--- src/hdl/lbcs_pkg.sv ---
// shared types, reset values and the chase pattern table for the lamp sequencer
package lbcs_pkg;

  localparam int unsigned LAMP_COUNT = 4;
  localparam logic [5:0]  LAST_STEP  = 6'd34;

  localparam logic [2:0] REG_PWM_TOP      = 3'd0;
  localparam logic [2:0] REG_BOTTOM_PAUSE = 3'd1;
  localparam logic [2:0] REG_DWELL_FIRST  = 3'd2;
  localparam logic [2:0] REG_DWELL_SECOND = 3'd3;
  localparam logic [2:0] REG_DWELL_THIRD  = 3'd4;
  localparam logic [2:0] REG_DWELL_FOURTH = 3'd5;

  localparam logic [7:0] PWM_TOP_RST      = 8'd243;
  localparam logic [7:0] BOTTOM_PAUSE_RST = 8'd11;
  localparam logic [7:0] DWELL_FIRST_RST  = 8'd100;
  localparam logic [7:0] DWELL_SECOND_RST = 8'd80;
  localparam logic [7:0] DWELL_THIRD_RST  = 8'd60;
  localparam logic [7:0] DWELL_FOURTH_RST = 8'd40;
  localparam logic [7:0] DUTY_RST         = 8'd244;
  localparam logic [7:0] PAUSE_RST        = 8'd14;

  localparam logic [5:0] STEP_SECOND = 6'd17;
  localparam logic [5:0] STEP_FOURTH = 6'd33;

  typedef struct packed {
    logic [1:0] lamp;
    logic       on;
  } lamp_act_t;

  // pattern action for the first tick of a step
  function automatic lamp_act_t chase_action(input logic [5:0] step);
    lamp_act_t act;
    case (step) inside
      6'd0, 6'd6, 6'd12, 6'd18, 6'd26:  act = '{lamp: 2'd3, on: 1'b1};
      6'd1, 6'd7, 6'd13, 6'd19, 6'd27:  act = '{lamp: 2'd2, on: 1'b1};
      6'd2, 6'd8, 6'd14, 6'd20, 6'd28:  act = '{lamp: 2'd1, on: 1'b1};
      6'd3, 6'd9, 6'd15, 6'd23, 6'd31:  act = '{lamp: 2'd1, on: 1'b0};
      6'd4, 6'd10, 6'd16, 6'd24, 6'd32: act = '{lamp: 2'd2, on: 1'b0};
      6'd5, 6'd11, 6'd17, 6'd25, 6'd33: act = '{lamp: 2'd3, on: 1'b0};
      6'd21, 6'd29:                     act = '{lamp: 2'd0, on: 1'b1};
      6'd22, 6'd30:                     act = '{lamp: 2'd0, on: 1'b0};
      default:                          act = '{lamp: 2'd3, on: 1'b1};
    endcase
    return act;
  endfunction

endpackage

--- src/hdl/lamp_breathing_and_chase_sequencer_top.sv ---
// lamp breathing pwm and four-lamp chase sequencer, one pwm slot per beat
// an accepted input beat gives its result beat in the next cycle
// throughput: one beat per cycle while out_ready is high; the result register is freed as it is taken
// all counters update from the current state in a single combinational pass
// reset (synchronous) loads register and counter reset values at once
// no memories, so no clearing pass after reset
module lamp_breathing_and_chase_sequencer_top
  import lbcs_pkg::*;
(
  input  logic       clk,
  input  logic       rst,
  input  logic       in_valid,
  output logic       in_ready,
  input  logic       ms_tick,
  output logic       out_valid,
  input  logic       out_ready,
  output logic       pwm_on,
  output logic       lamp_zero_on,
  output logic       lamp_one_on,
  output logic       lamp_two_on,
  output logic       lamp_three_on,
  input  logic       cfg_write,
  input  logic [2:0] cfg_index,
  input  logic [7:0] cfg_data
);

  logic [7:0] pwm_top, bottom_pause;
  logic [7:0] dwell_first, dwell_second, dwell_third, dwell_fourth;

  logic [7:0] slot_count, slot_count_next;
  logic [7:0] duty_level, duty_level_next;
  logic       rising, rising_next;
  logic [7:0] pause_left, pause_left_next;
  logic [7:0] tick_count, tick_count_next;
  logic [5:0] chase_step, chase_step_next;
  logic [7:0] step_dwell, step_dwell_next;
  logic [LAMP_COUNT-1:0] lamp_states, lamp_states_next;
  logic       pwm_next;

  logic       accept;
  logic [8:0] duty_inc;
  logic [8:0] tick_inc;
  logic [6:0] step_inc;
  lamp_act_t  act;

  assign in_ready = !out_valid || out_ready;
  assign accept   = in_valid && in_ready;

  always_ff @(posedge clk) begin
    if (rst) begin
      pwm_top      <= PWM_TOP_RST;
      bottom_pause <= BOTTOM_PAUSE_RST;
      dwell_first  <= DWELL_FIRST_RST;
      dwell_second <= DWELL_SECOND_RST;
      dwell_third  <= DWELL_THIRD_RST;
      dwell_fourth <= DWELL_FOURTH_RST;
    end else if (cfg_write) begin
      unique case (cfg_index)
        REG_PWM_TOP:      pwm_top      <= cfg_data;
        REG_BOTTOM_PAUSE: bottom_pause <= cfg_data;
        REG_DWELL_FIRST:  dwell_first  <= cfg_data;
        REG_DWELL_SECOND: dwell_second <= cfg_data;
        REG_DWELL_THIRD:  dwell_third  <= cfg_data;
        REG_DWELL_FOURTH: dwell_fourth <= cfg_data;
        default: ;
      endcase
    end
  end

  always_comb begin
    pwm_next         = duty_level > slot_count;
    slot_count_next  = (slot_count >= pwm_top) ? 8'd0 : slot_count + 8'd1;
    duty_level_next  = duty_level;
    rising_next      = rising;
    pause_left_next  = pause_left;
    tick_count_next  = tick_count;
    chase_step_next  = chase_step;
    step_dwell_next  = step_dwell;
    lamp_states_next = lamp_states;
    duty_inc         = {1'b0, duty_level} + 9'd1;
    tick_inc         = {1'b0, tick_count} + 9'd1;
    step_inc         = {1'b0, chase_step} + 7'd1;
    act              = chase_action(chase_step);

    if (ms_tick) begin
      // breathing ramp
      if (pause_left != 8'd0) begin
        pause_left_next = pause_left - 8'd1;
      end else if (rising) begin
        if (duty_inc >= {1'b0, pwm_top}) begin
          duty_level_next = pwm_top;
          rising_next     = 1'b0;
        end else begin
          duty_level_next = duty_inc[7:0];
        end
      end else if (duty_level <= 8'd1) begin
        duty_level_next = 8'd0;
        rising_next     = 1'b1;
        pause_left_next = bottom_pause;
      end else begin
        duty_level_next = duty_level - 8'd1;
      end

      // chase
      if (tick_count == 8'd0) begin
        lamp_states_next[act.lamp] = act.on;
      end
      if (tick_inc > {1'b0, step_dwell}) begin
        tick_count_next = 8'd0;
        chase_step_next = (step_inc > {1'b0, LAST_STEP}) ? 6'd0 : step_inc[5:0];
        if (chase_step_next < STEP_SECOND) begin
          step_dwell_next = dwell_first;
        end else if (chase_step_next == STEP_SECOND) begin
          step_dwell_next = dwell_second;
        end else if (chase_step_next < STEP_FOURTH) begin
          step_dwell_next = dwell_third;
        end else if (chase_step_next == STEP_FOURTH) begin
          step_dwell_next = dwell_fourth;
        end
      end else begin
        tick_count_next = tick_inc[7:0];
      end
    end
  end

  always_ff @(posedge clk) begin
    if (rst) begin
      slot_count  <= 8'd0;
      duty_level  <= DUTY_RST;
      rising      <= 1'b0;
      pause_left  <= PAUSE_RST;
      tick_count  <= 8'd0;
      chase_step  <= 6'd0;
      step_dwell  <= DWELL_FIRST_RST;
      lamp_states <= '0;
      out_valid   <= 1'b0;
    end else begin
      if (accept) begin
        slot_count  <= slot_count_next;
        duty_level  <= duty_level_next;
        rising      <= rising_next;
        pause_left  <= pause_left_next;
        tick_count  <= tick_count_next;
        chase_step  <= chase_step_next;
        step_dwell  <= step_dwell_next;
        lamp_states <= lamp_states_next;
        out_valid   <= 1'b1;
      end else if (out_ready) begin
        out_valid   <= 1'b0;
      end
    end
  end

  // result register
  always_ff @(posedge clk) begin
    if (accept) begin
      pwm_on        <= pwm_next;
      lamp_zero_on  <= lamp_states_next[0];
      lamp_one_on   <= lamp_states_next[1];
      lamp_two_on   <= lamp_states_next[2];
      lamp_three_on <= lamp_states_next[3];
    end
  end

endmodule

--- config.mk ---
export PLATFORM = sky130hd
export DESIGN_NAME = lamp_breathing_and_chase_sequencer_top
export DESIGN_NICKNAME = d
export VERILOG_FILES = /design/src/hdl/lbcs_pkg.sv /design/src/hdl/lamp_breathing_and_chase_sequencer_top.sv
export SDC_FILE = /design/constraint.sdc
export NUM_CORES = 1
export LEC_CHECK = 0
export BUFFER_PORTS_ARGS = -buffer_cell sky130_fd_sc_hd__buf_2
export CORE_ASPECT_RATIO = 1.5
export CORE_MARGIN = 5
export CORE_UTILIZATION = 63
export DETAILED_ROUTE_END_ITERATION = 10
export PLACE_DENSITY = 0.81
export REMOVE_ABC_BUFFERS = 1
export SETUP_SLACK_MARGIN = 0.5
export SYNTH_ARGS = -nofsm -noshare
export SYNTH_HDL_FRONTEND = slang
export SYNTH_SLANG_ARGS = --single-unit
export TNS_END_PERCENT = 10
--- constraint.sdc ---
create_clock -name clk -period 3.7 [get_ports clk]
set_input_delay 0.555 -clock clk [delete_from_list [all_inputs] [get_ports clk]]
set_output_delay 0.555 -clock clk [all_outputs]
set_load 0.02 [all_outputs]
==> results_dict.tcl, run 1 <==
set metrics [dict create \
    dp_hpwl_um 11600 \
    grt_pass1_vias 5766 \
    fin_crit_sh_pct 84.5 \
    switchingPower_mw 0.580 \
    drt_pass1_iterations 5 \
    drv_cap 0 \
    max_slew.worst_pin.slew_ns 0.956 \
    cts_tree "built" \
    synth-edff-count 5 \
    syn_area_um2 6500 \
    fillCellCount 816 \
    combPwrFrac_pct 7.9 \
    ios 24 \
    use_met3_pct 3.37 \
    grt_antenna_before_repair 0 \
    cts_buffers 9 \
    avgSynthCellArea_um2 8.15 \
    die-width_um 93.0 \
    arrival_ns 3.38 \
    p_seq_share_pct 51.2 \
    yosysWarnings 0 \
    fp-row-count 45 \
    end_kind "flip-flop" \
    setup_viol 0 \
    ant_nets 0 \
    synthCells 798 \
    placed_cell_area_um2 6650 \
    core-area_um2 10100 \
    grt_use_met2_pct 46.0 \
    ys_ff_latch 105 \
    crit_path_end "step_dwell[7]" \
    clkPwrFrac_pct 41.0 \
    area_growth_pct 7.45 \
    whs_path_depth 2 \
    initial_core_util_pct 64.2 \
    powerDensity_nw_per_um2 330 \
    crit_fanout 16 \
    met1_usage_pct 29.0 \
    p_leak_nw 2.74 \
    rsz0062_at_grt "true" \
    grt_util_all_layers_pct 25.7 \
    relSlewSlack_pct 36.0 \
    wirelength_um 15700 \
    drc 0 \
    multi_input_area_um2 4030 \
    portBuffers 23 \
    grt_overflow 0 \
    status "finished, final reports clean" \
    grt_pass1_wl_um 26200 \
    clock_skew_ns 0.00966 \
    regToRegSetupSlack_ns 0.57 \
    path_cells "ha_1, nand2_1, o22ai_1, o211a_1, a21oi_1, buf_4, a311o_1, a311oi_1" \
    timing.fmax_mhz 320 \
    clk_pin_slew_ns 0.07 \
    grt_busiest_layer "met2" \
    synth-seq-area-share_pct 33.1 \
    ys.flop_type "dfxtp_1" \
    cp.buffers_inverters 1 \
    avgViaCountPerCell 6.35 \
    clkLatencyLatePin_ns 0.35 \
    tns_ns 0 \
    slew_violations 0 \
    drtIter0Drc 363 \
    layout-drive-gt1-share_pct 10.2 \
    cts-root-buf "clkbuf_16" \
    p_int_mw 1.72 \
    rr_startpoint "chase_step[0]" \
    cts_buffer_depth 2 \
    min_period_ns 3.13 \
    dr_total_vias 5833 \
    clock-sinks 105 \
    synth_cell_types 71 \
    grt_max_degree 38 \
    cp_top_family "compound AO/OA/AOI/OAI gates" \
    place_congestion 0.933 \
    fin_nets 858 \
    finalHoldViolCount 0 \
    fin_area_um2 6990 \
    min_path_type "reg2reg" \
    h-tree-depth 3 \
    criticalPathCategory "reg2reg" \
    fp.dieH_um 134 \
    max_stage_delay_ns 0.63 \
    cp.depth 8 \
    crit_slowest_cell "dfxtp_1" \
    r2r_end "step_dwell[7]" \
    crit_start "chase_step[0]" \
    routedWlPerCell_um 17.1 \
    antenna_cells 0 \
    swShare_pct 25.2 \
    async_reset_ff_share_pct 0 \
    cts_setup_buffers 0 \
    seqCellArea_um2 2150 \
    critPathLaunchType "flip-flop" \
    crit_required_ns 3.95 \
    ir_drop_mv 0.247 \
    die-area_um2 12500 \
    reg2reg_depth 8 \
]
## cell usage in the layout (no fill, tap or decap), types with 17 or more instances in the layout
cell type	synthesis	layout
a21oi_1	55	54
nor2_1	78	77
inv_1	41	41
nand2b_1	17	17
nand3_1	28	27
nand2_1	89	89
buf_2	11	23
mux2i_1	26	26
dfxtp_1	100	100
ha_1	45	44
nor2b_1	18	18
o21ai_0	30	30
## cells in the mapped netlist (10+ instances only)
| cell | n | area (um^2) |
|---|---|---|
| buf_2 | 11 | 55.1 |
| a211o_1 | 16 | 140 |
| a21oi_1 | 55 | 275 |
| nor2b_1 | 18 | 113 |
| o21a_1 | 10 | 75.1 |
| clkbuf_1 | 32 | 120 |
| mux2i_1 | 26 | 260 |
| nor3_1 | 17 | 85.1 |
| ha_1 | 45 | 563 |
| nand3_1 | 28 | 140 |
| nand2_1 | 89 | 334 |
| o21ai_0 | 30 | 150 |
| nand2b_1 | 17 | 106 |
| a21o_1 | 10 | 75.1 |
| xnor2_1 | 15 | 131 |
| dfxtp_1 | 100 | 2000 |
| nor2_1 | 78 | 293 |
| nand3b_1 | 14 | 105 |
| a311oi_1 | 15 | 131 |
| inv_1 | 41 | 154 |
## repair_timing
item / 4_1_cts / 5_1_grt
hold buffers: 0 / 0
setup endpoints to repair: 8 / 24
resized for setup: 1 / 9
## logic make-up after synthesis
group                    synth area share [%]
multiplexers                             4.87
flip-flops                               33.1
adder cells (fa/ha/maj)                  8.66
AND/OR/NAND/NOR                          23.8
XOR/XNOR                                 3.10
buffers and inverters                    5.52
AO/OA/AOI/OAI                            21.0
## worst min-delay path: stages (launching register included)
cell     delay (ns)
dfxtp_1        0.31
nand2_1        0.05
a21oi_1        0.05
## how the worst min path moves through the flow
stage	start	end	slack (ns)
global placement	dwell_second[3]	dwell_second[3]	0.44
global route	in_valid	out_valid	0.49
floorplan	bottom_pause[5]	bottom_pause[5]	0.43
finish	bottom_pause[2]	bottom_pause[2]	0.46
detailed placement	dwell_second[5]	dwell_second[5]	0.45
CTS	dwell_second[5]	dwell_second[5]	0.46
## area by class of cell
class | count | area share [%]
clock buffer | 10 | 3.42
clock inverter | 6 | 0.877
timing repair buffer | 35 | 2.99
multi-input combinational | 604 | 57.6
inverter | 41 | 2.20
sequential | 105 | 30.8
tap | 117 | 2.09
## stage by stage
step	setup slack (ns)	hold slack [ns]	util [%]	std cells	total power [mW]
after global routing	0.390	0.487	69.0	918	2.39
after floorplan	0.657	0.427	-	750	1.31
final	0.575	0.461	69.0	918	2.30
after detailed placement	0.288	0.452	65.6	902	1.38
after global placement	0.530	0.445	65.6	902	1.37
after CTS	0.525	0.462	68.6	918	2.31
## registers in the layout, summed over array words and instances (netlist names), 4 cells and up
signal	flops
dwell_third	8
pause_left	8
chase_step	6
bottom_pause	8
dwell_first	8
tick_count	8
step_dwell	8
lamp_states	4
duty_level	8
pwm_top	8
slot_count	8
dwell_second	8
dwell_fourth	8
## power by group through the flow
stage / sequential, mW / combinational, mW / clock, mW
floorplan: 1.20 / 0.103 / 0
global placement: 1.20 / 0.171 / 0
detailed placement: 1.20 / 0.178 / 0
CTS: 1.18 / 0.179 / 0.956
global route: 1.18 / 0.201 / 1.01
finish: 1.18 / 0.181 / 0.943
## metal layers
layer,up-vias,routed length [um]
met5,-,0
met4,0,779
met3,57,603
met2,179,8110
met1,2745,6190
li1,2852,-
(Power assumes the default switching activity.)
==> run 2: changes to the inputs <==
==> constraint.sdc (replaced) <==
create_clock -name clk -period 3.1 [get_ports clk]
set_input_delay 0.465 -clock clk [delete_from_list [all_inputs] [get_ports clk]]
set_output_delay 0.465 -clock clk [all_outputs]
set_load 0.02 [all_outputs]
==> results_dict.tcl, run 2 (same netlist as run 1, synthesis figures left out) <==
set metrics [dict create \
    status "finished, final reports clean" \
    portBuffers 23 \
    crit_fanout 6 \
    powerDensity_nw_per_um2 370 \
    tns_ns 0 \
    setup_viol 0 \
    slew_violations 0 \
    fin_crit_sh_pct 96.8 \
    antenna_cells 0 \
    rsz0062_at_grt "true" \
    crit_required_ns 3.34 \
    die-area_um2 12500 \
    cp.buffers_inverters 1 \
    crit_slowest_cell "dfxtp_2" \
    core-area_um2 10100 \
    wirelength_um 18500 \
    holdWs_ns 0.378 \
    clock_skew_ns 0.0117 \
    cts-root-buf "clkbuf_16" \
    criticalPathCategory "reg2reg" \
    grt_pass1_vias 5920 \
    clkLatencyLatePin_ns 0.35 \
    drtIter0Drc 474 \
    area_growth_pct 16.0 \
    cts_buffers 9 \
    relSlewSlack_pct 37.2 \
    fp-row-count 45 \
    grt_overflow 0 \
    cp_top_family "simple AND/OR/NAND/NOR gates" \
    final_util_pct 74.4 \
    routedWlPerCell_um 19.4 \
    layout-drive-gt1-share_pct 19.0 \
    timing.fmax_mhz 333 \
    ios 24 \
    arrival_ns 3.24 \
    h-tree-depth 3 \
    grt_util_all_layers_pct 28.4 \
    max_stage_delay_ns 0.38 \
    cpMostUsedCell "and3_4" \
    cts_tree "built" \
    ant_nets 0 \
    grt_antenna_before_repair 0 \
    placed_cell_area_um2 6760 \
    drt_pass1_iterations 7 \
    ir_drop_mv 0.464 \
    place_congestion 0.925 \
    final_cell_mix "dfxtp_1, nand2_1, nor2_1" \
    initial_core_util_pct 64.2 \
    dp_hpwl_um 12300 \
    end_kind "flip-flop" \
    max_slew.worst_pin.slew_ns 0.939 \
    critPathLaunchType "flip-flop" \
    die-width_um 93.0 \
    fillCellCount 739 \
    cts_buffer_depth 2 \
    clock-sinks 105 \
    drv_cap 0 \
    min_path_type "in2reg" \
    grt_pass1_wl_um 28600 \
    dr_total_vias 6236 \
    holdBufCountCts 0 \
    path_cells "and3_4, and3_4, nand3_4, xnor2_4, ha_4, nand4_1, nor2_2, a21oi_2, nor3_2, buf_4, a41oi_2, a311oi_1" \
    fin_nets 895 \
    p_leak_nw 3.00 \
    fin_area_um2 7540 \
    fp.dieH_um 134 \
    layout_commonest_cell "dfxtp_1" \
    min_period_ns 3.00 \
    fin_total_pwr_mw 2.79 \
    finalHoldViolCount 0 \
    clk_pin_slew_ns 0.08 \
    drc 0 \
    avgViaCountPerCell 6.53 \
    grt_max_degree 75 \
]
==> run 2: per-stage QoR <==
| stage | instances | worst slack [ns] |
|---|---|---|
| final | 955 | 0.0980 |
| after global routing | 955 | 0.0318 |
| after CTS | 939 | 0.416 |
| after detailed placement | 915 | 0.150 |
| after global placement | 915 | 0.274 |
| after floorplan | 750 | 0.0575 |
==> run 2: power by group <==
group | internal, mW | total [mW] | leakage (nW) | switching [mW]
clock | 0.618 | 1.15 | 0.151 | 0.529
sequential | 1.39 | 1.41 | 0.862 | 0.0221
combinational | 0.0942 | 0.238 | 1.99 | 0.143
==> run 2: worst reg2reg max path, stage by stage, from the launching register on <==
cell,delay [ns]
dfxtp_2,0.38
and3_4,0.23
and3_4,0.22
nand3_4,0.11
xnor2_4,0.20
ha_4,0.31
nand4_1,0.16
nor2_2,0.28
a21oi_2,0.09
nor3_2,0.23
buf_4,0.21
a41oi_2,0.14
a311oi_1,0.33
==> run 2: final cells by class <==
cell class | count | area [um^2] | share of cell area [%]
Multi-Input combinational cell | 604 | 4270 | 56.6
Sequential cell | 105 | 2170 | 28.7
Timing Repair Buffer | 72 | 510 | 6.77
Clock buffer | 11 | 264 | 3.50
Inverter | 41 | 154 | 2.04
Tap cell | 117 | 146 | 1.94
Clock inverter | 5 | 32.5 | 0.431
==> run 2: final timing paths <==
path | start | to | cells after the start | slack [ns]
worst max-delay path | tick_count[1] | tick_count[6] | 12 | 0.1
worst min-delay path | in_valid | out_valid | 3 | 0.38
worst max register to register | tick_count[1] | tick_count[6] | 12 | 0.1
worst min register to register | dwell_second[0] | dwell_second[0] | 2 | 0.46
==> run 2: what timing repair did <==
item | CTS | global route
pin swaps | 8 | 18
gates resized for setup | 33 | 41
buffers inserted | 6 | 16
gates cloned | 2 | 0
setup endpoints to repair | 37 | 38
==> run 2: routing by layer <==
metal	global-route usage, %	vias up	wire length, um
li1	-	2915	-
met1	31.5	2994	7010
met4	14.2	0	963
met3	3.82	68	863
met2	52.0	259	9650
met5	0	-	0
